`config.mk`:
```
export PLATFORM = sky130hd
export DESIGN_NAME = tlpt_cfg
export DESIGN_NICKNAME = d
export VERILOG_FILES = /design/src/tlpt_pkg.sv /design/src/tlpt_cfg.sv
export SDC_FILE = /design/constraint.sdc
export NUM_CORES = 1
export LEC_CHECK = 0
export ABC_AREA = 1
export BUFFER_PORTS_ARGS = -buffer_cell sky130_fd_sc_hd__buf_2
export CAP_MARGIN = 20
export CORE_MARGIN = 2
export CORE_UTILIZATION = 49
export DETAILED_ROUTE_END_ITERATION = 10
export GPL_TIMING_DRIVEN = 0
export PLACE_DENSITY = 0.84
export SYNTH_ARGS = -nofsm -noshare
export SYNTH_HDL_FRONTEND = slang
export SYNTH_SLANG_ARGS = --single-unit
```
`constraint.sdc`:
```
create_clock -name clk -period 1.3 [get_ports clk]
set_input_delay 0.26 -clock clk [delete_from_list [all_inputs] [get_ports clk]]
set_output_delay 0.26 -clock clk [all_outputs]
set_load 0.05 [all_outputs]
```
`src/tlpt_pkg.sv`:
```
// Shared types, constants and entry/flag conversion functions for the
// two-level page table manager. No dependencies.
package tlpt_pkg;

	localparam int MEM_FRAMES_DEF = 64;
	localparam int FRAME_NUM_W    = 20;
	localparam int WORD_W         = 32;
	localparam int IDX_W          = 10;
	localparam int OFFS_W         = 12;
	localparam int FLAGS_IN_W     = 8;
	localparam int FLAGS_OUT_W    = 7;
	localparam int APB_ADDR_W     = 4;
	localparam int APB_DATA_W     = 32;

	localparam logic [FRAME_NUM_W-1:0] CUR_DIR_RST    = 20'd0;
	localparam logic [FRAME_NUM_W-1:0] POOL_FIRST_RST = 20'd1;
	localparam logic [FRAME_NUM_W-1:0] POOL_LAST_RST  = 20'd63;

	localparam logic [OFFS_W-1:0] ENT_PRESENT  = 12'h001;
	localparam logic [OFFS_W-1:0] ENT_WRITE    = 12'h002;
	localparam logic [OFFS_W-1:0] ENT_USER     = 12'h004;
	localparam logic [OFFS_W-1:0] ENT_NOCACHE  = 12'h010;
	localparam logic [OFFS_W-1:0] ENT_ACCESSED = 12'h020;
	localparam logic [OFFS_W-1:0] ENT_DIRTY    = 12'h040;
	localparam logic [OFFS_W-1:0] ENT_COW      = 12'h200;

	typedef enum logic [1:0] {
		CMD_QUERY   = 2'd0,
		CMD_PROTECT = 2'd1,
		CMD_MAP     = 2'd2,
		CMD_UNMAP   = 2'd3
	} cmd_t;

	typedef enum logic [1:0] {
		ST_OK         = 2'd0,
		ST_NOT_MAPPED = 2'd1,
		ST_MISALIGNED = 2'd2,
		ST_NO_FRAME   = 2'd3
	} status_t;

	typedef enum logic [1:0] {
		REG_CUR_DIR    = 2'd0,
		REG_POOL_FIRST = 2'd1,
		REG_POOL_LAST  = 2'd2,
		REG_NONE       = 2'd3
	} reg_idx_t;

	typedef struct packed {
		logic [FRAME_NUM_W-1:0] cur_dir;
		logic [FRAME_NUM_W-1:0] pool_first;
		logic [FRAME_NUM_W-1:0] pool_last;
		logic                   reload;
		logic [FRAME_NUM_W-1:0] reload_val;
	} cfg_t;

	function automatic logic [OFFS_W-1:0] to_entry(input logic [FLAGS_IN_W-1:0] f);
		logic [OFFS_W-1:0] e;
		e = '0;
		if (f[0]) e = e | ENT_PRESENT;
		if (f[1]) e = e | ENT_WRITE;
		if (f[2]) e = e | ENT_USER;
		if (f[3]) e = e | ENT_NOCACHE;
		if (f[4]) e = e | ENT_COW;
		return e;
	endfunction

	function automatic logic [FLAGS_OUT_W-1:0] to_portable(input logic [OFFS_W-1:0] e);
		logic [FLAGS_OUT_W-1:0] f;
		f = '0;
		f[0] = |(e & ENT_PRESENT);
		f[1] = |(e & ENT_WRITE);
		f[2] = |(e & ENT_USER);
		f[3] = |(e & ENT_NOCACHE);
		f[4] = |(e & ENT_COW);
		f[5] = |(e & ENT_DIRTY);
		f[6] = |(e & ENT_ACCESSED);
		return f;
	endfunction

endpackage

```
`src/tlpt_cfg.sv`:
```
// APB configuration registers: current directory frame and allocator pool bounds.
// Depends on tlpt_pkg.
module tlpt_cfg (
	input  logic                            clk,
	input  logic                            arst_n,
	input  logic                            psel,
	input  logic                            penable,
	input  logic                            pwrite,
	input  logic [tlpt_pkg::APB_ADDR_W-1:0] paddr,
	input  logic [tlpt_pkg::APB_DATA_W-1:0] pwdata,
	output logic [tlpt_pkg::APB_DATA_W-1:0] prdata,
	output logic                            pready,
	output tlpt_pkg::cfg_t                  cfg
);

	localparam int FW = tlpt_pkg::FRAME_NUM_W;

	logic [FW-1:0]        cur_dir_q;
	logic [FW-1:0]        pool_first_q;
	logic [FW-1:0]        pool_last_q;
	logic                 wr_en;
	tlpt_pkg::reg_idx_t   idx;

	assign idx    = tlpt_pkg::reg_idx_t'(paddr[3:2]);
	assign wr_en  = psel && penable && pwrite;
	assign pready = 1'b1;

	always_ff @(posedge clk or negedge arst_n) begin
		if (!arst_n) begin
			cur_dir_q    <= tlpt_pkg::CUR_DIR_RST;
			pool_first_q <= tlpt_pkg::POOL_FIRST_RST;
			pool_last_q  <= tlpt_pkg::POOL_LAST_RST;
		end else if (wr_en) begin
			unique case (idx)
				tlpt_pkg::REG_CUR_DIR:    cur_dir_q    <= pwdata[FW-1:0];
				tlpt_pkg::REG_POOL_FIRST: pool_first_q <= pwdata[FW-1:0];
				tlpt_pkg::REG_POOL_LAST:  pool_last_q  <= pwdata[FW-1:0];
				default: ;
			endcase
		end
	end

	always_comb begin
		prdata = '0;
		unique case (idx)
			tlpt_pkg::REG_CUR_DIR:    prdata = {{(tlpt_pkg::APB_DATA_W-FW){1'b0}}, cur_dir_q};
			tlpt_pkg::REG_POOL_FIRST: prdata = {{(tlpt_pkg::APB_DATA_W-FW){1'b0}}, pool_first_q};
			tlpt_pkg::REG_POOL_LAST:  prdata = {{(tlpt_pkg::APB_DATA_W-FW){1'b0}}, pool_last_q};
			default:                  prdata = '0;
		endcase
	end

	assign cfg.cur_dir    = cur_dir_q;
	assign cfg.pool_first = pool_first_q;
	assign cfg.pool_last  = pool_last_q;
	assign cfg.reload     = wr_en && (idx == tlpt_pkg::REG_POOL_FIRST);
	assign cfg.reload_val = pwdata[FW-1:0];

endmodule

```
==> results of run 1 <==
==> per-layer routing <==
metal	up-vias	share of wire (%)	GRT usage, %
met5	-	0	0
met4	0	1.7	9.49
met3	13	7.4	6.81
met2	150	51	49.2
met1	1465	40	34.2
li1	1469	-	-
==> cell type report <==
type,count,share of cell area (%)
Inverter,5,0.745
Tap cell,75,2.07
Sequential cell,60,33.3
Clock buffer,10,2.81
Timing Repair Buffer,142,23.3
Buffer,51,8.89
Clock inverter,6,1.21
Multi-Input combinational cell,286,27.6
==> what timing repair did <==
action / in CTS / in global routing
buffers inserted: 5 / 3
setup endpoints to repair: 28 / 36
gates cloned: 4 / 1
resized for setup: 87 / 49
endpoints found under the hold margin: 21 / 0
hold buffers: 1 / 0
pin swaps: 8 / 32
==> path summary, 6_finish.rpt <==
check | from | end | slack (ns) | cells past startpoint
worst max-delay path | pool_last_q[4] | prdata[4] | -0.16 | 3
worst min-delay path | pwdata[3] | pool_last_q[3] | 0.16 | 3
worst max register to register | pool_first_q[0] | pool_first_q[0] | 0.46 | 3
worst min register to register | pool_last_q[2] | pool_last_q[2] | 0.49 | 2
max in group asynchronous | arst_n | pool_last_q[5] | 0.15 | 3
min in group asynchronous | arst_n | pool_first_q[2] | 0.48 | 2
==> cells in the mapped netlist (all sizes together) <==
master,instances,area [sq um]
dfrtp,53,1330
nor2,5,21.3
nand2,247,927
dfstp,7,184
nand3,21,105
conb,2,7.51
inv,5,18.8
buf,51,353
==> cells by family (layout without fill, tap and decap cells) <==
| group | Yosys count | in the layout |
|---|---|---|
| flip-flops | 60 | 60 |
| AND/OR/NAND/NOR | 273 | 273 |
| other | 2 | 13 |
| buffers and inverters | 56 | 214 |
==> cell usage in the layout, fill, tap and decap left out, types with 2 or more instances in the layout <==
cell type / instances
nand2_2: 11
buf_12: 2
nand2_4: 2
clkinv_2: 5
dfstp_2: 7
nand2_1: 234
clkbuf_8: 9
buf_6: 18
buf_2: 94
buf_4: 52
nand3_2: 20
buf_8: 18
nor2_1: 3
conb_1: 13
dfrtp_1: 53
clkbuf_4: 7
==> state kept, by name, indices dropped and copies added (netlist names) <==
signal        count
pool_last_q      20
pool_first_q     20
cur_dir_q        20
==> power by group <==
group          internal, mW  switching (mW)
clock network         0.868           0.712
logic                  1.06            2.67
registers              2.29           0.339
==> critical path, cell delays in order (launching register included) <==
cell and delay (ns):
dfstp_2 0.57, nand2_2 0.07, nand3_2 0.08, buf_8 0.15
==> impl_metrics.py, run 1 <==
metrics = {
    "grt": {
        "antenna_found_initial": 0,
        "gr-total-overflow": 0,
        "first_global_vias": 2839,
        "grt_max_degree": 35,
        "gr-usage-all-layers_pct": 28.2,
        "grt_pass1_wl_um": 13900,
    },
    "synth": {
        "synth.mux.area_fraction_pct": 0,
        "yosysUniqueCellTypes": 11,
        "ys_seq_elements": 60,
        "syn_inst": 391,
        "synth_warnings": 0,
        "synth.yosys.seq_area_share_pct": 51.3,
        "synth-compound-area-share_pct": 0,
        "synth_top_family_by_area": "simple AND/OR/NAND/NOR gates",
        "syn_area_per_cell_sq_um": 7.53,
        "synth_adder_area_share_pct": 0,
        "synthSimpleGateAreaFrac_pct": 35.8,
        "synth_xor_area_share_pct": 0,
        "synthesis.area_sq_um": 2940,
    },
    "sta": {
        "final_max_slew_viol_count": 0,
        "setup_slack_ns": -0.161,
        "max_slew_margin_pct": 57.5,
        "fin_crit_sh_pct": 112,
        "finClkSkew_ns": 0,
        "hold_ws_ns": 0.161,
        "fmax_mhz": 685,
        "tns_ns": -1.39,
        "final-hold-violation-count": 0,
        "tightest_slew_ns": 0.637,
        "period_needed_ns": 1.46,
        "setup_violations": 27,
        "rsz0062_at_grt": "true",
    },
    "cells_and_area": {
        "multi_input_area_sq_um": 1250,
        "area_growth_pct": 54.1,
        "drive_gt1_share_pct": 45.2,
        "nNetsFinal": 596,
        "utilization_pct": 77.5,
        "diodes": 0,
        "finalNonFillerCells": 635,
        "fillers": 417,
        "finalInstanceArea_sq_um": 4530,
        "seq_area_sq_um": 1510,
    },
    "floorplan": {
        "die_area_sq_um": 6640,
        "row_count": 28,
        "pin_count": 155,
        "die_y_um": 81.5,
        "start_util_pct": 50.3,
        "die_x_um": 81.5,
        "core_area_sq_um": 5850,
    },
    "cts": {
        "cts_buffers": 9,
        "clockRootBuffer": "clkbuf_8",
        "cts.clk_slew.worst_paths_ns": 0.07,
        "h-tree-depth": 3,
        "clock-sinks": 60,
        "cts_buffer_depth": 2,
        "clock_latency_ns": 0.33,
        "tritoncts": "yes",
    },
    "setup_path": {
        "crit_path_start_kind": "register",
        "cp.required_ns": 1.04,
        "critPathCaptureType": "primary output",
        "cp.arrival_ns": 1.20,
        "crit_fanout": 3,
        "setup.worst_path.class": "reg -> out",
    },
    "run_status": {
        "violations": "setup timing",
        "outcome": "finished with violations",
    },
    "power_and_ir_drop": {
        "power.leakage_nw": 2.69,
        "totalPowerFinal_mw": 7.93,
        "irDropWorstVdd_mv": 1.29,
        "powerDensity_nw_per_um2": 1750,
    },
    "job": {
        "drv_cap": 0,
    },
    "placement": {
        "dp_cells": 605,
        "dp_slack_ns": -0.260,
        "postPlaceCellArea_sq_um": 3830,
        "post-dp-hpwl_um": 5890,
        "gp_congestion": 0.760,
        "io_buffers": 127,
    },
    "detailed_routing": {
        "dr_total_vias": 3097,
        "wirelength_um": 9170,
        "drc": 0,
        "vias_per_cell": 4.88,
        "first_pass_iters": 4,
        "wl_per_cell_um": 14.4,
        "final_antenna_net_count": 0,
        "drt-initial-drc-count": 159,
    },
    "hold_path": {
        "hp-class": "in -> reg",
    },
}
Power figures use the tool's default switching activity.
==> inputs of run 2 (changes only) <==
==> constraint.sdc (replaced) <==
create_clock -name clk -period 1.3 [get_ports clk]
set_input_delay 0.195 -clock clk [delete_from_list [all_inputs] [get_ports clk]]
set_output_delay 0.195 -clock clk [all_outputs]
set_load 0.05 [all_outputs]
==> run 2 against run 1 <==
  * The flow still finishes with violations (setup timing)
  * Cell area shrank 4.7%
  * Sequential power hardly changed
  * Via count is 3.3% lower
  * Final cell count fell by 0.94%
  * Register-to-register slack about the same
  * Non-clock buffer count is 6 lower
  * Worst hold slack got worse by 0.065 ns
  * Clock power is essentially flat
  * Wire length shrank 7.3%
  * First-iteration DRC count shrank 26%
  * Utilization down 3.7 points
  * Clock-buffer cell count did not move
==> impl_metrics.py, run 2 (synthesized netlist as in run 1, its figures left out) <==
metrics = {
    "power_and_ir_drop": {
        "irDropWorstVdd_mv": 1.28,
        "powerDensity_nw_per_um2": 1790,
        "power.leakage_nw": 2.62,
        "totalPowerFinal_mw": 7.75,
    },
    "cts": {
        "clockRootBuffer": "clkbuf_8",
        "clock_latency_ns": 0.33,
        "cts_buffer_depth": 2,
        "tritoncts": "yes",
        "cts.clk_slew.worst_paths_ns": 0.06,
        "h-tree-depth": 3,
        "clock-sinks": 60,
        "cts_buffers": 9,
    },
    "cells_and_area": {
        "diodes": 0,
        "top_regs": "cur_dir_q x20, pool_first_q x20, pool_last_q x20",
        "area_growth_pct": 46.8,
        "final_common_cell": "nand2_1",
        "drive_gt1_share_pct": 43.1,
        "final_cell_mix": "241 x nand2_1, 105 x buf_2, 53 x buf_4, 53 x dfrtp_1, 20 x nand3_2",
        "multi_input_area_sq_um": 1220,
        "fillers": 459,
        "nNetsFinal": 590,
        "seq_area_sq_um": 1510,
    },
    "grt": {
        "grt_max_degree": 35,
        "gr-total-overflow": 0,
        "gr-usage-all-layers_pct": 26.5,
        "first_global_vias": 2794,
        "antenna_found_initial": 0,
        "grt_pass1_wl_um": 13100,
    },
    "detailed_routing": {
        "drt-initial-drc-count": 117,
        "first_pass_iters": 4,
        "wirelength_um": 8500,
        "dr_total_vias": 2994,
        "final_antenna_net_count": 0,
        "wl_per_cell_um": 13.5,
        "vias_per_cell": 4.76,
        "drc": 0,
    },
    "sta": {
        "setup_violations": 7,
        "tightest_slew_ns": 0.620,
        "finClkSkew_ns": 0,
        "max_slew_margin_pct": 58.7,
        "setup_slack_ns": -0.0758,
        "hold_ws_ns": 0.0956,
        "fin_crit_sh_pct": 106,
        "period_needed_ns": 1.38,
        "rsz0062_at_grt": "true",
        "final_max_slew_viol_count": 0,
        "tns_ns": -0.370,
        "fmax_mhz": 727,
        "final-hold-violation-count": 0,
    },
    "floorplan": {
        "die_y_um": 81.5,
        "die_x_um": 81.5,
        "core_area_sq_um": 5850,
        "start_util_pct": 50.3,
        "pin_count": 155,
        "row_count": 28,
        "die_area_sq_um": 6640,
    },
    "placement": {
        "dp_slack_ns": -0.130,
        "gp_congestion": 0.760,
        "post-dp-hpwl_um": 5890,
        "io_buffers": 127,
    },
    "setup_path": {
        "cp.arrival_ns": 1.18,
        "startpoint": "pool_last_q[0]",
        "crit_fanout": 3,
        "crit-reg2reg-capture": "pool_first_q[0]",
        "critPathCaptureType": "primary output",
        "crit_path_start_kind": "register",
        "r2r-start": "pool_first_q[0]",
        "cp.required_ns": 1.11,
        "setup.worst_path.class": "reg -> out",
        "rrSetupSlack_ns": 0.47,
        "ff2ff_path_depth": 3,
    },
    "hold_path": {
        "hp-class": "in -> reg",
        "hold_depth": 3,
        "min_to": "pool_last_q[3]",
        "min-delay-start": "pwdata[3]",
    },
    "job": {
        "drv_cap": 0,
    },
    "run_status": {
        "outcome": "finished with violations",
        "violations": "setup timing",
    },
}
[run 2: cell type report]
class / count / share of cell area [%]
flip-flops and latches: 60 / 35.0
multi-input cells: 286 / 28.2
repair buffers: 136 / 21.0
plain buffers: 51 / 8.95
clock buffers: 10 / 2.95
well taps: 75 / 2.17
clock inverters: 6 / 1.27
inverters: 5 / 0.434
[run 2: worst max path at each step]
stage	slack (ns)	to
2_1_floorplan	0.09	prdata[0]
3_3_place_gp	-0.09	prdata[14]
3_5_place_dp	-0.13	prdata[3]
4_1_cts	-0.08	prdata[3]
5_1_grt	-0.11	prdata[0]
6_report	-0.08	prdata[0]
[run 2: repair_timing]
action                                  4_1_cts  5_1_grt
hold endpoints to repair                     21        0
gates cloned                                  0        1
pin swaps                                     1       19
setup buffers                                 1        5
hold buffers                                  1        0
resized for setup                            42       41
endpoints found under the setup margin       28       26
[run 2: stage by stage]
| step | area (sq um) | cells | utilization (%) |
|---|---|---|---|
| final | 4320 | 629 | 73.8 |
| after floorplan | 3080 | 402 | - |
| after global routing | 4320 | 629 | 73.8 |
| after CTS | 4150 | 623 | 70.9 |
| after global placement | 3810 | 604 | 65.2 |
| after detailed placement | 3830 | 605 | 65.5 |
[run 2: metal layers]
layer | up-vias | wire, um | GRT usage [%]
met5 | - | 0 | 0
met4 | 0 | 85 | 10.8
met3 | 8 | 733 | 6.92
met2 | 133 | 4390 | 46.9
met1 | 1404 | 3290 | 30.3
li1 | 1449 | - | -
[run 2: power by group]
group	switching (mW)	internal [mW]
sequential	0.317	2.29
clock	0.705	0.868
combinational	2.63	0.944
total	3.65	4.10
[run 2: worst max-delay path, stage by stage, from the launching register on]
cell and delay [ns]:
dfstp_2 0.55, nand2_2 0.06, nand3_2 0.09, buf_8 0.14
