`config.mk`:
```
export PLATFORM = sky130hd
export DESIGN_NAME = tlpt_walk_flat
export DESIGN_NICKNAME = d
export VERILOG_FILES = /design/src/tlpt_pkg.sv /design/src/tlpt_if.sv /design/src/tlpt_mod.sv /design/src/tlpt_walk.sv /design/src/flat_wrapper.sv
export SDC_FILE = /design/constraint.sdc
export NUM_CORES = 1
export LEC_CHECK = 0
export ABC_AREA = 1
export BUFFER_PORTS_ARGS = -buffer_cell sky130_fd_sc_hd__buf_2
export CORE_MARGIN = 2
export CORE_UTILIZATION = 50
export CTS_CLUSTER_DIAMETER = 80
export DETAILED_ROUTE_END_ITERATION = 16
export PLACE_DENSITY_LB_ADDON = 0.2
export SLEW_MARGIN = 20
export SYNTH_ARGS = -nofsm -noshare
export SYNTH_HDL_FRONTEND = slang
export SYNTH_HIERARCHICAL = 1
export SYNTH_SLANG_ARGS = --single-unit
```
`constraint.sdc`:
```
create_clock -name clk -period 6.7 [get_ports clk]
set_clock_uncertainty 0.05 [all_clocks]
set_input_delay 1.005 -clock clk [delete_from_list [all_inputs] [get_ports clk]]
set_output_delay 1.005 -clock clk [all_outputs]
set_load 0.01 [all_outputs]
```
`src/tlpt_pkg.sv`:
```
// Shared types, constants and entry/flag conversion functions for the
// two-level page table manager. No dependencies.
package tlpt_pkg;

	localparam int MEM_FRAMES_DEF = 64;
	localparam int FRAME_NUM_W    = 20;
	localparam int WORD_W         = 32;
	localparam int IDX_W          = 10;
	localparam int OFFS_W         = 12;
	localparam int FLAGS_IN_W     = 8;
	localparam int FLAGS_OUT_W    = 7;
	localparam int APB_ADDR_W     = 4;
	localparam int APB_DATA_W     = 32;

	localparam logic [FRAME_NUM_W-1:0] CUR_DIR_RST    = 20'd0;
	localparam logic [FRAME_NUM_W-1:0] POOL_FIRST_RST = 20'd1;
	localparam logic [FRAME_NUM_W-1:0] POOL_LAST_RST  = 20'd63;

	localparam logic [OFFS_W-1:0] ENT_PRESENT  = 12'h001;
	localparam logic [OFFS_W-1:0] ENT_WRITE    = 12'h002;
	localparam logic [OFFS_W-1:0] ENT_USER     = 12'h004;
	localparam logic [OFFS_W-1:0] ENT_NOCACHE  = 12'h010;
	localparam logic [OFFS_W-1:0] ENT_ACCESSED = 12'h020;
	localparam logic [OFFS_W-1:0] ENT_DIRTY    = 12'h040;
	localparam logic [OFFS_W-1:0] ENT_COW      = 12'h200;

	typedef enum logic [1:0] {
		CMD_QUERY   = 2'd0,
		CMD_PROTECT = 2'd1,
		CMD_MAP     = 2'd2,
		CMD_UNMAP   = 2'd3
	} cmd_t;

	typedef enum logic [1:0] {
		ST_OK         = 2'd0,
		ST_NOT_MAPPED = 2'd1,
		ST_MISALIGNED = 2'd2,
		ST_NO_FRAME   = 2'd3
	} status_t;

	typedef enum logic [1:0] {
		REG_CUR_DIR    = 2'd0,
		REG_POOL_FIRST = 2'd1,
		REG_POOL_LAST  = 2'd2,
		REG_NONE       = 2'd3
	} reg_idx_t;

	typedef struct packed {
		logic [FRAME_NUM_W-1:0] cur_dir;
		logic [FRAME_NUM_W-1:0] pool_first;
		logic [FRAME_NUM_W-1:0] pool_last;
		logic                   reload;
		logic [FRAME_NUM_W-1:0] reload_val;
	} cfg_t;

	function automatic logic [OFFS_W-1:0] to_entry(input logic [FLAGS_IN_W-1:0] f);
		logic [OFFS_W-1:0] e;
		e = '0;
		if (f[0]) e = e | ENT_PRESENT;
		if (f[1]) e = e | ENT_WRITE;
		if (f[2]) e = e | ENT_USER;
		if (f[3]) e = e | ENT_NOCACHE;
		if (f[4]) e = e | ENT_COW;
		return e;
	endfunction

	function automatic logic [FLAGS_OUT_W-1:0] to_portable(input logic [OFFS_W-1:0] e);
		logic [FLAGS_OUT_W-1:0] f;
		f = '0;
		f[0] = |(e & ENT_PRESENT);
		f[1] = |(e & ENT_WRITE);
		f[2] = |(e & ENT_USER);
		f[3] = |(e & ENT_NOCACHE);
		f[4] = |(e & ENT_COW);
		f[5] = |(e & ENT_DIRTY);
		f[6] = |(e & ENT_ACCESSED);
		return f;
	endfunction

endpackage

```
`src/tlpt_if.sv`:
```
// Request and response channel interfaces (valid/ready) of the page table manager.
// Depends on tlpt_pkg.
interface tlpt_req_if;
	logic                                 valid;
	logic                                 ready;
	logic [1:0]                           cmd;
	logic                                 use_current;
	logic [tlpt_pkg::FRAME_NUM_W-1:0]     dir_frame;
	logic [tlpt_pkg::WORD_W-1:0]          virt_addr;
	logic [tlpt_pkg::WORD_W-1:0]          phys_addr;
	logic [tlpt_pkg::FLAGS_IN_W-1:0]      flags_set;
	logic [tlpt_pkg::FLAGS_IN_W-1:0]      flags_clear;

	modport source(output valid, cmd, use_current, dir_frame, virt_addr, phys_addr,
		flags_set, flags_clear, input ready);
	modport sink(input valid, cmd, use_current, dir_frame, virt_addr, phys_addr,
		flags_set, flags_clear, output ready);
endinterface

interface tlpt_rsp_if;
	logic                                 valid;
	logic                                 ready;
	logic [1:0]                           status;
	logic [tlpt_pkg::WORD_W-1:0]          phys_out;
	logic [tlpt_pkg::FLAGS_OUT_W-1:0]     flags_out;

	modport source(output valid, status, phys_out, flags_out, input ready);
	modport sink(input valid, status, phys_out, flags_out, output ready);
endinterface

```
`src/tlpt_mod.sv`:
```
// Remainder unit: frame number modulo MEM_FRAMES by reciprocal multiplication,
// a quotient stage and a correction stage. Depends on tlpt_pkg.
module tlpt_mod #(
	parameter int MEM_FRAMES = tlpt_pkg::MEM_FRAMES_DEF
) (
	input  logic                             clk,
	input  logic                             arst_n,
	input  logic                             start,
	input  logic [tlpt_pkg::FRAME_NUM_W-1:0] value,
	output logic                             done,
	output logic [$clog2(MEM_FRAMES)-1:0]    rem
);

	localparam int FRAME_W = $clog2(MEM_FRAMES);
	localparam int VW      = tlpt_pkg::FRAME_NUM_W;
	localparam int SHIFT   = VW + FRAME_W;
	localparam int PW      = 2 * VW + 1;
	localparam logic [VW:0]      RECIP = (VW+1)'((64'd1 << SHIFT) / 64'(MEM_FRAMES));
	localparam logic [FRAME_W:0] MOD_L = (FRAME_W+1)'(MEM_FRAMES);

	logic               act_q;
	logic               vld_s1;
	logic               done_q;
	logic [VW-1:0]      val_q;
	logic [FRAME_W:0]   quot_s1;
	logic [FRAME_W-1:0] rem_q;
	logic [PW-1:0]      prod;
	logic [FRAME_W:0]   qm;
	logic [FRAME_W:0]   diff;
	logic [FRAME_W:0]   fixed;

	// quotient estimate is exact or one short; one subtract corrects it
	assign prod  = PW'(val_q) * PW'(RECIP);
	assign qm    = quot_s1 * MOD_L;
	assign diff  = val_q[FRAME_W:0] - qm;
	assign fixed = (diff >= MOD_L) ? (diff - MOD_L) : diff;

	always_ff @(posedge clk or negedge arst_n) begin
		if (!arst_n) begin
			act_q  <= 1'b0;
			vld_s1 <= 1'b0;
			done_q <= 1'b0;
		end else begin
			act_q  <= start;
			vld_s1 <= act_q;
			done_q <= vld_s1;
		end
	end

	always_ff @(posedge clk) begin
		if (start) begin
			val_q <= value;
		end
		if (act_q) begin
			quot_s1 <= prod[SHIFT +: FRAME_W+1];
		end
		if (vld_s1) begin
			rem_q <= fixed[FRAME_W-1:0];
		end
	end

	assign done = done_q;
	assign rem  = rem_q;

endmodule

```
`src/tlpt_walk.sv`:
```
// Walk sequencer: read-modify-write of directory and table entries in the
// table memory, frame allocator, zero-fill and clearing sweeps, response register.
// Depends on tlpt_pkg, tlpt_if and tlpt_mod.
module tlpt_walk #(
	parameter int MEM_FRAMES = tlpt_pkg::MEM_FRAMES_DEF
) (
	input  logic                                         clk,
	input  logic                                         arst_n,
	tlpt_req_if.sink                                     req,
	tlpt_rsp_if.source                                   rsp,
	input  tlpt_pkg::cfg_t                               cfg,
	output logic                                         ram_we,
	output logic [$clog2(MEM_FRAMES)+tlpt_pkg::IDX_W-1:0] ram_addr,
	output logic [tlpt_pkg::WORD_W-1:0]                  ram_wdata,
	input  logic [tlpt_pkg::WORD_W-1:0]                  ram_rdata
);

	localparam int FRAME_W = $clog2(MEM_FRAMES);
	localparam int ADDR_W  = FRAME_W + tlpt_pkg::IDX_W;
	localparam int DEPTH   = MEM_FRAMES * (1 << tlpt_pkg::IDX_W);
	localparam int FW      = tlpt_pkg::FRAME_NUM_W;
	localparam int WW      = tlpt_pkg::WORD_W;
	localparam int OW      = tlpt_pkg::OFFS_W;

	typedef enum logic [12:0] {
		S_CLEAR = 13'b0000000000001,
		S_IDLE  = 13'b0000000000010,
		S_MOD1  = 13'b0000000000100,
		S_RD1   = 13'b0000000001000,
		S_PDE   = 13'b0000000010000,
		S_ZMOD  = 13'b0000000100000,
		S_ZERO  = 13'b0000001000000,
		S_WPDE  = 13'b0000010000000,
		S_MOD2  = 13'b0000100000000,
		S_WPTE  = 13'b0001000000000,
		S_RD2   = 13'b0010000000000,
		S_PTE   = 13'b0100000000000,
		S_DONE  = 13'b1000000000000
	} state_t;

	state_t                     state_q;
	logic [ADDR_W-1:0]          addr_q;
	logic [ADDR_W-1:0]          pd_addr_q;
	logic [FW-1:0]              nf_q;
	tlpt_pkg::cmd_t             cmd_q;
	logic [WW-1:0]              va_q;
	logic [WW-1:0]              pa_q;
	logic [OW-1:0]              fset_q;
	logic [OW-1:0]              fclr_q;
	logic [WW-1:0]              pde_q;
	tlpt_pkg::status_t          status_q;
	logic [WW-1:0]              pout_q;
	logic [tlpt_pkg::FLAGS_OUT_W-1:0] fout_q;
	logic                       rsp_valid_q;
	tlpt_pkg::status_t          rsp_status_q;
	logic [WW-1:0]              rsp_phys_q;
	logic [tlpt_pkg::FLAGS_OUT_W-1:0] rsp_flags_q;

	logic                       accept;
	logic                       misalign;
	logic [FW-1:0]              dir_sel;
	logic                       pde_present;
	logic                       pde_add_user;
	logic                       alloc_ok;
	logic                       pte_present;
	logic                       out_load;
	logic                       mod_start;
	logic [FW-1:0]              mod_val;
	logic                       mod_done;
	logic [FRAME_W-1:0]         mod_rem;

	tlpt_mod #(.MEM_FRAMES(MEM_FRAMES)) u_mod (
		.clk   (clk),
		.arst_n(arst_n),
		.start (mod_start),
		.value (mod_val),
		.done  (mod_done),
		.rem   (mod_rem)
	);

	assign req.ready    = (state_q == S_IDLE);
	assign accept       = req.valid && req.ready;
	assign dir_sel      = req.use_current ? cfg.cur_dir : req.dir_frame;
	assign misalign     = ((tlpt_pkg::cmd_t'(req.cmd) == tlpt_pkg::CMD_MAP) &&
		((req.virt_addr[OW-1:0] | req.phys_addr[OW-1:0]) != '0)) ||
		((tlpt_pkg::cmd_t'(req.cmd) == tlpt_pkg::CMD_UNMAP) &&
		(req.virt_addr[OW-1:0] != '0));
	assign pde_present  = |(ram_rdata[OW-1:0] & tlpt_pkg::ENT_PRESENT);
	assign pde_add_user = |(fset_q & tlpt_pkg::ENT_USER) &&
		!(|(ram_rdata[OW-1:0] & tlpt_pkg::ENT_USER));
	assign alloc_ok     = !((nf_q < cfg.pool_first) || (nf_q > cfg.pool_last));
	assign pte_present  = pde_present;
	assign out_load     = (state_q == S_DONE) && (!rsp_valid_q || rsp.ready);

	always_comb begin
		mod_start = 1'b0;
		mod_val   = pde_q[WW-1:OW];
		ram_we    = 1'b0;
		ram_wdata = '0;
		unique case (state_q)
			S_CLEAR: ram_we = 1'b1;
			S_IDLE: begin
				mod_start = accept && !misalign;
				mod_val   = dir_sel;
			end
			S_PDE: begin
				if (cmd_q == tlpt_pkg::CMD_MAP) begin
					if (!pde_present) begin
						mod_start = alloc_ok;
						mod_val   = nf_q;
					end else begin
						mod_start = 1'b1;
						mod_val   = ram_rdata[WW-1:OW];
						ram_we    = pde_add_user;
						ram_wdata = ram_rdata | {{(WW-OW){1'b0}}, tlpt_pkg::ENT_USER};
					end
				end else begin
					mod_start = pde_present;
					mod_val   = ram_rdata[WW-1:OW];
				end
			end
			S_ZERO: ram_we = 1'b1;
			S_WPDE: begin
				ram_we    = 1'b1;
				ram_wdata = pde_q;
				mod_start = 1'b1;
			end
			S_WPTE: begin
				ram_we    = 1'b1;
				ram_wdata = pa_q | {{(WW-OW){1'b0}}, fset_q};
			end
			S_PTE: begin
				if (pte_present) begin
					unique case (cmd_q)
						tlpt_pkg::CMD_PROTECT: begin
							ram_we    = 1'b1;
							ram_wdata = {ram_rdata[WW-1:OW],
								(ram_rdata[OW-1:0] | fset_q) & ~fclr_q};
						end
						tlpt_pkg::CMD_UNMAP: ram_we = 1'b1;
						default: ;
					endcase
				end
			end
			default: ;
		endcase
	end

	assign ram_addr = addr_q;

	always_ff @(posedge clk or negedge arst_n) begin
		if (!arst_n) begin
			state_q     <= S_CLEAR;
			addr_q      <= '0;
			nf_q        <= tlpt_pkg::POOL_FIRST_RST;
			rsp_valid_q <= 1'b0;
		end else begin
			if (cfg.reload) begin
				nf_q <= cfg.reload_val;
			end
			if (out_load) begin
				rsp_valid_q <= 1'b1;
			end else if (rsp.ready) begin
				rsp_valid_q <= 1'b0;
			end
			unique case (state_q)
				S_CLEAR: begin
					addr_q <= addr_q + 1'b1;
					if (addr_q == ADDR_W'(DEPTH - 1)) begin
						state_q <= S_IDLE;
					end
				end
				S_IDLE: begin
					if (accept) begin
						state_q <= misalign ? S_DONE : S_MOD1;
					end
				end
				S_MOD1: begin
					if (mod_done) begin
						addr_q  <= {mod_rem, va_q[WW-1:WW-tlpt_pkg::IDX_W]};
						state_q <= S_RD1;
					end
				end
				S_RD1: state_q <= S_PDE;
				S_PDE: begin
					if (cmd_q == tlpt_pkg::CMD_MAP) begin
						if (!pde_present) begin
							if (alloc_ok) begin
								nf_q    <= nf_q + 1'b1;
								state_q <= S_ZMOD;
							end else begin
								state_q <= S_DONE;
							end
						end else begin
							state_q <= S_MOD2;
						end
					end else begin
						state_q <= pde_present ? S_MOD2 : S_DONE;
					end
				end
				S_ZMOD: begin
					if (mod_done) begin
						addr_q  <= {mod_rem, {tlpt_pkg::IDX_W{1'b0}}};
						state_q <= S_ZERO;
					end
				end
				S_ZERO: begin
					if (&addr_q[tlpt_pkg::IDX_W-1:0]) begin
						addr_q  <= pd_addr_q;
						state_q <= S_WPDE;
					end else begin
						addr_q <= addr_q + 1'b1;
					end
				end
				S_WPDE: state_q <= S_MOD2;
				S_MOD2: begin
					if (mod_done) begin
						addr_q  <= {mod_rem, va_q[WW-tlpt_pkg::IDX_W-1:OW]};
						state_q <= (cmd_q == tlpt_pkg::CMD_MAP) ? S_WPTE : S_RD2;
					end
				end
				S_WPTE: state_q <= S_DONE;
				S_RD2:  state_q <= S_PTE;
				S_PTE:  state_q <= S_DONE;
				S_DONE: begin
					if (out_load) begin
						state_q <= S_IDLE;
					end
				end
				default: state_q <= S_IDLE;
			endcase
		end
	end

	always_ff @(posedge clk) begin
		if (accept) begin
			cmd_q    <= tlpt_pkg::cmd_t'(req.cmd);
			va_q     <= req.virt_addr;
			pa_q     <= req.phys_addr;
			fset_q   <= tlpt_pkg::to_entry(req.flags_set);
			fclr_q   <= tlpt_pkg::to_entry(req.flags_clear);
			status_q <= misalign ? tlpt_pkg::ST_MISALIGNED : tlpt_pkg::ST_OK;
			pout_q   <= '0;
			fout_q   <= '0;
		end
		if (state_q == S_PDE) begin
			pd_addr_q <= addr_q;
			if (cmd_q == tlpt_pkg::CMD_MAP) begin
				if (!pde_present) begin
					if (alloc_ok) begin
						pde_q <= {nf_q, OW'(tlpt_pkg::ENT_PRESENT | tlpt_pkg::ENT_WRITE |
							(fset_q & tlpt_pkg::ENT_USER))};
					end else begin
						status_q <= tlpt_pkg::ST_NO_FRAME;
					end
				end else begin
					pde_q <= ram_rdata | {{(WW-OW){1'b0}}, (fset_q & tlpt_pkg::ENT_USER)};
				end
			end else if (!pde_present) begin
				status_q <= tlpt_pkg::ST_NOT_MAPPED;
			end else begin
				pde_q <= ram_rdata;
			end
		end
		if (state_q == S_PTE) begin
			if (!pte_present) begin
				status_q <= tlpt_pkg::ST_NOT_MAPPED;
			end else begin
				unique case (cmd_q)
					tlpt_pkg::CMD_QUERY: begin
						pout_q <= {ram_rdata[WW-1:OW], {OW{1'b0}}};
						fout_q <= tlpt_pkg::to_portable(ram_rdata[OW-1:0]);
					end
					tlpt_pkg::CMD_UNMAP: pout_q <= {ram_rdata[WW-1:OW], {OW{1'b0}}};
					default: ;
				endcase
			end
		end
		if (out_load) begin
			rsp_status_q <= status_q;
			rsp_phys_q   <= pout_q;
			rsp_flags_q  <= fout_q;
		end
	end

	assign rsp.valid     = rsp_valid_q;
	assign rsp.status    = rsp_status_q;
	assign rsp.phys_out  = rsp_phys_q;
	assign rsp.flags_out = rsp_flags_q;

	a_clear_blocks: assert property (@(posedge clk) disable iff (!arst_n)
		(state_q == S_CLEAR) |-> !req.ready)
		else $error("request taken during clearing sweep");

	a_mod_done_waited: assert property (@(posedge clk) disable iff (!arst_n)
		mod_done |-> (state_q == S_MOD1 || state_q == S_ZMOD || state_q == S_MOD2))
		else $error("remainder result arrived outside a wait state");

	a_alloc_step: assert property (@(posedge clk) disable iff (!arst_n)
		(state_q == S_PDE && cmd_q == tlpt_pkg::CMD_MAP && !pde_present && alloc_ok)
		|=> (nf_q == $past(nf_q) + 1'b1) && (state_q == S_ZMOD))
		else $error("allocator did not advance on table creation");

	a_write_states: assert property (@(posedge clk) disable iff (!arst_n)
		ram_we |-> (state_q == S_CLEAR || state_q == S_ZERO || state_q == S_WPDE ||
		state_q == S_WPTE || state_q == S_PDE || state_q == S_PTE))
		else $error("table memory written outside a write step");

endmodule

```
`src/flat_wrapper.sv`:
```
// flat-port wrapper written by rule: the top's interface ports become plain ports
module tlpt_walk_flat 
#(
	parameter int MEM_FRAMES = tlpt_pkg::MEM_FRAMES_DEF
)
  (clk, arst_n, cfg, ram_we, ram_addr, ram_wdata, ram_rdata, req_valid, req_cmd, req_use_current, req_dir_frame, req_virt_addr, req_phys_addr, req_flags_set, req_flags_clear, req_ready, rsp_valid, rsp_status, rsp_phys_out, rsp_flags_out, rsp_ready);
  tlpt_req_if req_i ();
  tlpt_rsp_if rsp_i ();
  input  logic clk;
  input  logic arst_n;
  input  tlpt_pkg::cfg_t cfg;
  output logic ram_we;
  output logic [$clog2(MEM_FRAMES)+tlpt_pkg::IDX_W-1:0] ram_addr;
  output logic [tlpt_pkg::WORD_W-1:0] ram_wdata;
  input  logic [tlpt_pkg::WORD_W-1:0] ram_rdata;
  input wire logic [$bits(req_i.valid)-1:0] req_valid;
  input wire logic [$bits(req_i.cmd)-1:0] req_cmd;
  input wire logic [$bits(req_i.use_current)-1:0] req_use_current;
  input wire logic [$bits(req_i.dir_frame)-1:0] req_dir_frame;
  input wire logic [$bits(req_i.virt_addr)-1:0] req_virt_addr;
  input wire logic [$bits(req_i.phys_addr)-1:0] req_phys_addr;
  input wire logic [$bits(req_i.flags_set)-1:0] req_flags_set;
  input wire logic [$bits(req_i.flags_clear)-1:0] req_flags_clear;
  output wire logic [$bits(req_i.ready)-1:0] req_ready;
  output wire logic [$bits(rsp_i.valid)-1:0] rsp_valid;
  output wire logic [$bits(rsp_i.status)-1:0] rsp_status;
  output wire logic [$bits(rsp_i.phys_out)-1:0] rsp_phys_out;
  output wire logic [$bits(rsp_i.flags_out)-1:0] rsp_flags_out;
  input wire logic [$bits(rsp_i.ready)-1:0] rsp_ready;
  assign req_i.valid = req_valid;
  assign req_i.cmd = req_cmd;
  assign req_i.use_current = req_use_current;
  assign req_i.dir_frame = req_dir_frame;
  assign req_i.virt_addr = req_virt_addr;
  assign req_i.phys_addr = req_phys_addr;
  assign req_i.flags_set = req_flags_set;
  assign req_i.flags_clear = req_flags_clear;
  assign req_ready = req_i.ready;
  assign rsp_valid = rsp_i.valid;
  assign rsp_status = rsp_i.status;
  assign rsp_phys_out = rsp_i.phys_out;
  assign rsp_flags_out = rsp_i.flags_out;
  assign rsp_i.ready = rsp_ready;
  tlpt_walk #(.MEM_FRAMES(MEM_FRAMES)) u_core (.clk(clk), .arst_n(arst_n), .req(req_i), .rsp(rsp_i), .cfg(cfg), .ram_we(ram_we), .ram_addr(ram_addr), .ram_wdata(ram_wdata), .ram_rdata(ram_rdata));
endmodule
```
==> impl_metrics.yaml <==
global_routing:
  grt_max_degree: 54
  grt_antenna_before_repair: 5
  grtUsageTotal: 0.253
  grt_pass1_wl_mm: 52.2
  grt_pass1_vias: 9843
  overflow: 0
sta:
  slew_viol_final: 0
  tns_ns: 0
  tightest_slew_ns: 1.07
  hold_viol_final: 0
  fmax_mhz: 243
  period_needed_ns: 4.11
  finalCritPeriodShare: 0.614
  relSlewSlack: 0.283
  setup_viol: 0
  whs_ns: 0.303
  setup_ws_ns: 2.59
  rsz0062_at_grt: "false"
power:
  p_int_mw: 3.28
  sw_frac_of_total: 0.301
  clkPwrFrac: 0.352
  powerDensity_nw_per_um2: 304
  combPwrFrac: 0.202
  total_power_mw: 4.70
  power.switching_mw: 1.42
  seqPwrFrac: 0.445
  p_leak_nw: 7.21
  max-vdd-ir-drop_mv: 0.179
place:
  place_congestion: 0.887
  portBuffers: 277
  placed_area_um2: 14400
  pre_cts_slack_ns: 3.14
  dp_hpwl_mm: 24.5
  post-place-cells: 1945
route:
  drc: 0
  wl_per_cell_um: 17.1
  antenna_left: 0
  drtIter0Drc: 833
  wirelength_mm: 34.2
  drt_first_pass_iters: 5
  avgViaCountPerCell: 5.15
  dr_total_vias: 10300
floorplanning:
  ios: 312
  rows: 58
  die-area_um2: 26800
  core_um2: 25100
  initial_core_util: 0.508
  dieWidth_um: 164
  fp.dieH_um: 164
critical_path:
  r2r_start: "u_core/state_q[8]"
  critPathLaunchType: "flip-flop"
  crit_chain: "nor2_2 -> nand2_2 -> nor2_4 -> nand2_2 -> nor2_1 -> nand2_2 -> nand2_4 -> nand2_1 -> o211ai_1 -> buf_2"
  slowest_delay_ns: 0.42
  cp-startpoint: "u_core/state_q[8]"
  endpoint_kind: "output port"
  criticalPathCategory: "flip-flop to output port"
  cp_slowest_cell: "dfrtp_1"
  required_ns: 5.64
  crit_top_cell: "nand2_2"
  r2r_end: "u_core/pde_q[28]"
  critPathCapture: "ram_wdata[12]"
  critPathMaxFanout: 27
  reg2reg_depth: 8
  reg2reg_setup_slack_ns: 3.44
  arrival_ns: 3.06
finish:
  final_util: 0.616
  stdcell_area_um2: 15500
  area_growth_pct: 21.2
  drive_gt1_frac: 0.236
  final_cell_count_no_fill: 2000
  fin_nets: 1910
  fill_cells: 2204
cts:
  hold_buffers: 0
  clock_sinks: 258
  cts_htree_levels: 1
  path_clk_slew_ns: 0.06
  clk_path_buf_depth: 3
  clock_latency_ns: 0.55
  postCtsSetupBuffers: 0
  cts-root-buf: "clkbuf_16"
  cts_resized: 0
  cts_tree: "done"
  cts_buffers: 27
synth:
  synth_nets: 1639
  synth_area_per_cell_um2: 9.29
  ys_warn_count: 6
  synthCells: 1374
  syn_area_um2: 12800
run:
  max_cap_violations: 0
hold_path:
  hp-class: "flip-flop to flip-flop"
status:
  status: "complete, no violations"
==> critical path, delay by kind of cell (launching register included) <==
kind | cells | cell delay, ns
buffers and inverters | 1 | 0.21
and+or+nand+nor | 8 | 1.67
AOI/OAI and AO/OA | 1 | 0.21
DFF | 1 | 0.42
==> layer usage <==
metal  share of wire  track usage  up-vias
li1                -            -     5107
met1            0.43        0.336     4775
met2            0.47        0.417      362
met3           0.076       0.0553       54
met4           0.027       0.0805        2
met5         0.00038            0        -
==> cell usage in the layout (no fill, tap or decap), types with 8 or more instances in the layout <==
| cell | count |
|---|---|
| o21ai_0 | 82 |
| buf_2 | 277 |
| nor2_4 | 8 |
| xor2_1 | 20 |
| mux2i_1 | 11 |
| dfxtp_1 | 41 |
| nand3_1 | 81 |
| edfxtp_1 | 164 |
| o211ai_1 | 28 |
| nand4_1 | 16 |
| o21ai_1 | 13 |
| nand2_2 | 12 |
| nor3_1 | 20 |
| buf_4 | 8 |
| a21oi_1 | 40 |
| inv_1 | 190 |
| dfrtp_1 | 51 |
| nor2_1 | 95 |
| nand2_1 | 335 |
| ha_1 | 45 |
| clkbuf_16 | 30 |
| nor2_2 | 8 |
==> cell type report <==
class	count	area, um^2	share of cell area
Clock buffer	37	827	0.0535
Clock inverter	13	191	0.0124
Sequential cell	258	7070	0.457
Antenna cell	4	10.0	0.000647
Inverter	199	752	0.0486
Multi-Input combinational cell	873	4730	0.306
Timing Repair Buffer	286	1470	0.0948
Tap cell	330	413	0.0267
==> flip-flops by register name (all words and copies together), names as in the netlist, 2 cells and up <==
name,cells
u_core/status_q,2
u_core/u_mod/rem,6
u_core/ram_addr,16
u_core/fout_q,7
u_core/fset_q,5
u_core/u_mod/val_q,6
u_core/cmd_q,2
u_core/rsp.phys_out,32
u_core/pd_addr_q,16
u_core/nf_q,20
u_core/fclr_q,5
u_core/state_q,13
u_core/pde_q,31
u_core/va_q,20
u_core/rsp.status,2
u_core/rsp.flags_out,7
u_core/pout_q,32
u_core/pa_q,32
==> how the worst min path moves through the flow <==
stage / from / endpoint / slack (ns) / cells after the start
floorplan: u_core/u_mod/act_q / u_core/u_mod/vld_s1 / 0.28 / 0
global placement: u_core/u_mod/act_q / u_core/u_mod/vld_s1 / 0.28 / 0
detailed placement: u_core/u_mod/act_q / u_core/u_mod/vld_s1 / 0.29 / 0
CTS: u_core/u_mod/act_q / u_core/u_mod/vld_s1 / 0.30 / 0
global route: u_core/u_mod/act_q / u_core/u_mod/vld_s1 / 0.32 / 0
finish: u_core/u_mod/act_q / u_core/u_mod/vld_s1 / 0.30 / 0
==> power groups by stage <==
stage                     registers [mW]  logic (mW)  clock network, mW
final                               2.09       0.950               1.66
after global routing                2.11        1.06               1.75
after CTS                           2.09       0.946               1.69
after detailed placement            2.12       0.940                  0
after global placement              2.12       0.925                  0
after floorplan                     2.12       0.616                  0
Note: power is estimated with default switching activity, not from simulation.
